==> config.mk <==
export PLATFORM = sky130hd
export DESIGN_NAME = ssat_update
export DESIGN_NICKNAME = d
export VERILOG_FILES = /design/src/ssat_pkg.sv /design/src/ssat_update.sv
export SDC_FILE = /design/constraint.sdc
export NUM_CORES = 1
export LEC_CHECK = 0
export BUFFER_PORTS_ARGS = -buffer_cell sky130_fd_sc_hd__buf_4
export CAP_MARGIN = 25
export CORE_MARGIN = 5
export CORE_UTILIZATION = 30
export CTS_BUF_LIST = sky130_fd_sc_hd__clkbuf_4 sky130_fd_sc_hd__clkbuf_8 sky130_fd_sc_hd__clkbuf_16
export CTS_CLUSTER_DIAMETER = 100
export CTS_CLUSTER_SIZE = 25
export DETAILED_ROUTE_END_ITERATION = 10
export REMOVE_ABC_BUFFERS = 1
export SYNTH_ARGS = -nofsm -noshare
export SYNTH_HDL_FRONTEND = slang
export SYNTH_SLANG_ARGS = --single-unit
==> constraint.sdc <==
create_clock -name clk -period 10.35 [get_ports clk]
set_input_delay 1.035 -clock clk [delete_from_list [all_inputs] [get_ports clk]]
set_output_delay 1.035 -clock clk [all_outputs]
set_load 0.03 [all_outputs]
==> src/ssat_pkg.sv <==
`default_nettype none

package ssat_pkg;

  localparam int SUM_W   = 40;
  localparam int VALUE_W = 32;
  localparam int SEG_W   = 8;
  localparam int FEAT_W  = 4;
  localparam int REQ_W   = 2;

  localparam int DEF_SEGMENTS = 256;
  localparam int DEF_FEATURES = 16;

  localparam logic [REQ_W-1:0] REQ_ACCUM      = 2'd0;
  localparam logic [REQ_W-1:0] REQ_READ       = 2'd1;
  localparam logic [REQ_W-1:0] REQ_READ_CLEAR = 2'd2;

  localparam logic [SUM_W-1:0] SUM_MAX = {1'b0, {(SUM_W-1){1'b1}}};
  localparam logic [SUM_W-1:0] SUM_MIN = {1'b1, {(SUM_W-1){1'b0}}};

  // Control of the item held in the update stage.
  typedef struct packed {
    logic             valid;
    logic [REQ_W-1:0] req;
    logic             hit;
  } ssat_ctl_t;

endpackage

`default_nettype wire

==> src/ssat_update.sv <==
`default_nettype none

module ssat_update #(
  parameter int ADDR_W = 12
) (
  input  wire logic                         clk,
  input  wire logic                         rst,
  input  wire ssat_pkg::ssat_ctl_t          ctl,
  input  wire logic [ADDR_W-1:0]            addr,
  input  wire logic [ssat_pkg::VALUE_W-1:0] value,
  input  wire logic [ssat_pkg::SUM_W-1:0]   rd_data,
  output logic                              wr_en,
  output logic      [ADDR_W-1:0]            wr_addr,
  output logic      [ssat_pkg::SUM_W-1:0]   wr_data,
  output logic                              done,
  output logic      [ssat_pkg::SUM_W-1:0]   sum,
  output logic                              overflow
);
  import ssat_pkg::*;

  logic              overflow_seen;
  logic              overflow_seen_next;
  logic              fwd_valid;
  logic [ADDR_W-1:0] fwd_addr;
  logic [SUM_W-1:0]  fwd_data;
  logic [SUM_W-1:0]  operand;
  logic [SUM_W:0]    total;
  logic              sat;
  logic [SUM_W-1:0]  clamped;
  logic              res_now;

  // The memory returns the old word when the previous item wrote the same
  // entry at the edge of the read, so that write is forwarded here.
  assign operand = (fwd_valid && fwd_addr == addr) ? fwd_data : rd_data;

  assign total = {operand[SUM_W-1], operand}
               + {{(SUM_W + 1 - VALUE_W){value[VALUE_W-1]}}, value};
  assign sat     = total[SUM_W] != total[SUM_W-1];
  assign clamped = sat ? (total[SUM_W] ? SUM_MIN : SUM_MAX) : total[SUM_W-1:0];

  always_comb begin
    wr_en              = 1'b0;
    wr_data            = clamped;
    res_now            = 1'b0;
    overflow_seen_next = overflow_seen;
    if (ctl.valid) begin
      unique case (ctl.req)
        REQ_ACCUM: begin
          wr_en = ctl.hit;
          if (ctl.hit && sat) begin
            overflow_seen_next = 1'b1;
          end
        end
        REQ_READ: begin
          res_now = 1'b1;
        end
        REQ_READ_CLEAR: begin
          res_now            = 1'b1;
          wr_en              = ctl.hit;
          wr_data            = '0;
          overflow_seen_next = 1'b0;
        end
        default: begin
        end
      endcase
    end
  end

  assign wr_addr = addr;

  always_ff @(posedge clk) begin
    if (rst) begin
      overflow_seen <= 1'b0;
      fwd_valid     <= 1'b0;
      done          <= 1'b0;
    end else begin
      overflow_seen <= overflow_seen_next;
      fwd_valid     <= wr_en;
      done          <= res_now;
    end
    fwd_addr <= wr_addr;
    fwd_data <= wr_data;
    sum      <= ctl.hit ? operand : '0;
    overflow <= overflow_seen;
  end

  a_done_from_read: assert property (@(posedge clk) disable iff (rst)
    done |-> $past(ctl.valid && (ctl.req == REQ_READ || ctl.req == REQ_READ_CLEAR)))
    else $error("result strobe without a read item");

  a_clear_drops_flag: assert property (@(posedge clk) disable iff (rst)
    (ctl.valid && ctl.req == REQ_READ_CLEAR) |=> !overflow_seen)
    else $error("overflow flag survived a read-and-clear");

  a_miss_no_write: assert property (@(posedge clk) disable iff (rst)
    (ctl.valid && !ctl.hit) |-> !wr_en)
    else $error("out-of-range item wrote the table");

endmodule

`default_nettype wire

==> results by stage <==
Routing:
- After detailed routing, the average wire length per cell comes to around 16 um.
- Dividing the detail-routed via count by the number of cells gives 4.83.
- The count of nets left with antenna violations once routing finished came out at 0.
- After detailed routing, the total wire length is 15.9 mm.
- The remaining design rule violation count is 0.
- Before antenna repair, the detailed router went through 4 iterations.
- The total vias in the final route is about 4700.
- In this run, the number of DRC markers left after iteration 0 of detailed routing was between 150 and 200.

Die:
- In this run the vertical extent of the chip is 146 um.
- The initial utilization of the core area, before any placement, comes to just over 30%.
- ~190 I/O pins were placed.
- In this run the standard cell core region covers 18000 um^2.
- The die boundary width is approximately 150 um.
- In this run the core area contains 49 standard-cell rows.
- The floorplan step defined a die boundary enclosing roughly 21000 um^2.

Synth:
- The share of the yosys chip area belonging to registers is 34.8%.
- The area share of xor/xnor cells in the synthesized design is under 10%.
- The share of flip-flops with an asynchronous set or reset after synthesis is 0%.
- The synthesized design contains 0 enable-type register cells.
- The synthesized netlist devotes about a fifth of its cell area to compound gates.
- The average instance in the mapped netlist occupies between 9 and 10 um^2.
- The synthesized netlist contains slightly below 60 unique library cells.
- After technology mapping, the gate count stands at ~590.
- The post-synthesis register bit count is between 90 and 100.
- Of the total synthesized cell area, the portion taken by full adders, half adders and majority gates is 9.87%.
- The cell area after synthesis is 5530 um^2.
- After synthesis, the largest family of logic cells by area is compound AO/OA/AOI/OAI gates.
- The share of cell area taken by muxes after synthesis is under 10%.
- The main flop type after synthesis is dfxtp_1.
- The yosys synthesis warning count is 0.
- The simple-gate area share of the yosys netlist is a little over an eighth.

Global route:
- Entering global routing, the biggest net connects 43 pins.
- Global routing finished with a remaining overflow of 0.
- The via count of the first global-routing pass is between 4000 and 5000.
- The number of antenna violations at the first check in global routing came to 1.
- The overall fraction of global-route tracks in use is between 10 and 15%.
- The first global-routing pass estimated between 20 and 30 mm of wire.

Min path:
- The worst hold path depth is 0.
- The worst hold path begins at overflow_seen.
- The path class of the lowest-slack min-delay path is flip-flop to flip-flop.

Power:
- Of the total power, combinational logic draws a little under two fifths.
- The leakage power total is roughly 3.3 nW.
- The total power divided by cell area is roughly 170 nW/um^2.
- The design internal power is 0.000785 W.
- Of the total power, the share spent switching nets is between 30 and 40%.
- VDD sags by at most roughly 0.11 mV.
- The power dissipated by switching net loads is 0.000477 W.
- The share of total power dissipated in the clock network is around 27%.
- The portion of total power attributed to sequential cells is between 30% and 40%.

Placed design:
- The number of port buffers is between 150 and 200.
- At the end of routability-driven placement, the weighted congestion stood at about 0.8.
- The number of cells after detailed placement is 963.
- Timing analysis after detailed placement gives a worst setup slack of around 2.5 ns.
- Detailed placement ended at an HPWL of between 10 and 15 mm.

Setup path:
- STA classifies the critical path endpoint as an output port.
- In this run the register-to-register setup slack is 4.75 ns.
- The launch point of the critical path is addr[3].
- STA classifies the critical path startpoint as an input port.
- The startpoint identified for the worst register-to-register timing path is fwd_addr[3].
- The termination of the worst setup path is wr_data[4].
- Data on the critical path arrives at its endpoint at 6.52 ns.
- The endpoint of the worst-slack reg-to-reg timing path is fwd_data[4].
- The worst register-to-register path has a depth of 17.
- The required time at the worst-slack endpoint is around 9.3 ns.
- The critical-path maximum fanout is 35.
- The critical path start-end classification is input port to output port.

Final layout:
- The area of all sequential standard cells is 1920 um^2.
- Leaving out fill and tap cells, the most frequent cell in the layout is buf_4.
- Relative to the synthesized area, the layout overhead comes to 32.3%.
- The end-of-flow core utilization is 40.6%.
- The fraction of layout instances using a drive strength above 1 is around 36%.
- The top cell types in the final layout, fill and taps aside, are 186 x buf_4, 96 x dfxtp_1, 46 x a21oi_1.
- The multi-input combinational cell area is roughly 3300 um^2.
- The layout filler cell count is 1841.
- Excluding fillers, the count of instances in the completed layout stands at between 900 and 1000.
- The final layout contains between 800 and 900 nets.

Clock tree:
- The number of hold buffers added after cts is 0.
- Clock latency on the worst-skew pair, taken at its later pin, is 0.35 ns.
- Once the clock tree was built, the setup fixing pass inserted 0 buffers.
- Clock tree synthesis selected as its root buffer the cell clkbuf_16.
- The count of clock tree sinks is 96.
- TritonCTS built the clock tree.
- The maximum level of the CTS H-tree is 3.
- The number of clock buffers added by TritonCTS is 9.
- The number of buffers between clock root and the deepest sink is 2.
- The number of gates resized after cts is 0.
- Clock-pin slew was measured on the worst setup and hold paths at around 0.07 ns.

STA:
- For the final database, setup skew stands at 0.00839 ns.
- The worst path meets setup with 2.79 ns of slack.
- The max-slew violation count is 0.
- The number of hold violations in the final report is 0.
- The relative max-transition margin is 39.9%.
- Static timing analysis puts the maximum clock frequency at 132 MHz.
- The count of final setup violators is 0.
- The time the worst path needs with I/O delays and setup is roughly 7.6 ns.
- Adding up every negative setup slack in the final design gives 0 ns.
- The actual slew at the worst max-slew pin is approximately 0.9 ns.
- The final worst-path cycle share is ~73%.
- Setup repair after global routing left no endpoint under its margin.

Outcome:
- The flow ran to the end, and the final reports show no timing, DRC or antenna violations.

Run:
- Across the run, the number of max-cap violations was 0.
[layer usage]
metal	track usage, %	vias to the layer above	routed length [um]
met2	24.1	140	7310
li1	-	2427	-
met4	4.52	0	268
met1	18.8	2155	7170
met5	0	-	0
met3	4.83	12	1180
[power by group through the flow]
stage	registers, W	logic, W	clock network [W]
detailed placement	0.000450	0.000486	0
global route	0.000448	0.000526	0.000363
finish	0.000441	0.000484	0.000338
floorplan	0.000464	0.000286	0
CTS	0.000441	0.000488	0.000350
global placement	0.000450	0.000484	0
[sequential cells by signal, indices dropped and copies added (netlist names)]
signal	cells
done	1
fwd_data	40
overflow	1
fwd_addr	12
fwd_valid	1
overflow_seen	1
sum	40
[worst max-delay path, cell delays in order]
cell and delay [ns]:
buf_4 0.12, xor2_1 0.15, nor4_1 0.33, nand3_1 0.14, nor3_2 0.24, buf_4 0.36
mux2_2 0.39, ha_1 0.23, fa_1 0.43, a211oi_1 0.25, o21ai_0 0.19, o21ai_0 0.50
a211oi_1 0.21, o2111ai_1 0.28, o21ai_0 0.18, and2_2 0.25, nand2_2 0.66, o21ai_0 0.32
buf_4 0.26
[logic make-up (layout without fill, tap and decap cells)]
logic type	count (synthesis)	in the layout
AO/OA/AOI/OAI	177	177
AND/OR/NAND/NOR	134	134
flip-flops	96	96
XOR/XNOR	48	48
buffers and inverters	47	213
adder cells (fa/ha/maj)	43	43
multiplexers	40	40
other	0	1
[stage by stage]
step                instance area (um^2)  power (W)  hold WS, ns
finish                              7310    0.00126        0.357
global route                        7310    0.00134        0.382
CTS                                 7280    0.00128        0.359
detailed placement                  6980   0.000936        0.346
global placement                    6980   0.000934        0.345
floorplan                           5300   0.000750        0.331
[layout make-up]
class	instances	share of cell area (%)
Multi-Input combinational cell	442	45.7
Sequential cell	96	26.3
Timing Repair Buffer	187	19.5
Tap cell	229	3.92
Clock buffer	9	3.08
Clock inverter	7	0.993
Inverter	10	0.513
Antenna cell	1	0.0342
[synth_stat cells (3+ instances only)]
master / number / area (um^2)
nor2_1: 23 / 86.3
mux2_2: 40 / 450
o211ai_1: 7 / 52.6
a31oi_1: 5 / 31.3
clkbuf_1: 11 / 41.3
o21a_1: 6 / 45.0
a21o_1: 19 / 143
and3_1: 6 / 37.5
nor2b_1: 3 / 18.8
xnor2_1: 25 / 219
ha_1: 42 / 526
a221oi_1: 3 / 26.3
nand4_1: 4 / 25.0
xor2_1: 23 / 201
a21oi_2: 3 / 26.3
a211oi_1: 9 / 67.6
inv_1: 10 / 37.5
o31ai_1: 3 / 22.5
nor3_1: 4 / 20.0
dfxtp_1: 96 / 1920
buf_2: 6 / 30.0
nand3_1: 13 / 65.1
o21ai_2: 19 / 166
o21ai_0: 37 / 185
and2_1: 42 / 263
nand2_1: 21 / 78.8
buf_4: 14 / 105
a21oi_1: 46 / 230
[worst min-delay path by stage]
stage               slack (ns)        to
floorplan                 0.33  overflow
global placement          0.35  overflow
detailed placement        0.35  overflow
CTS                       0.36  overflow
global route              0.38  overflow
finish                    0.36  overflow
(Power assumes the default switching activity.)
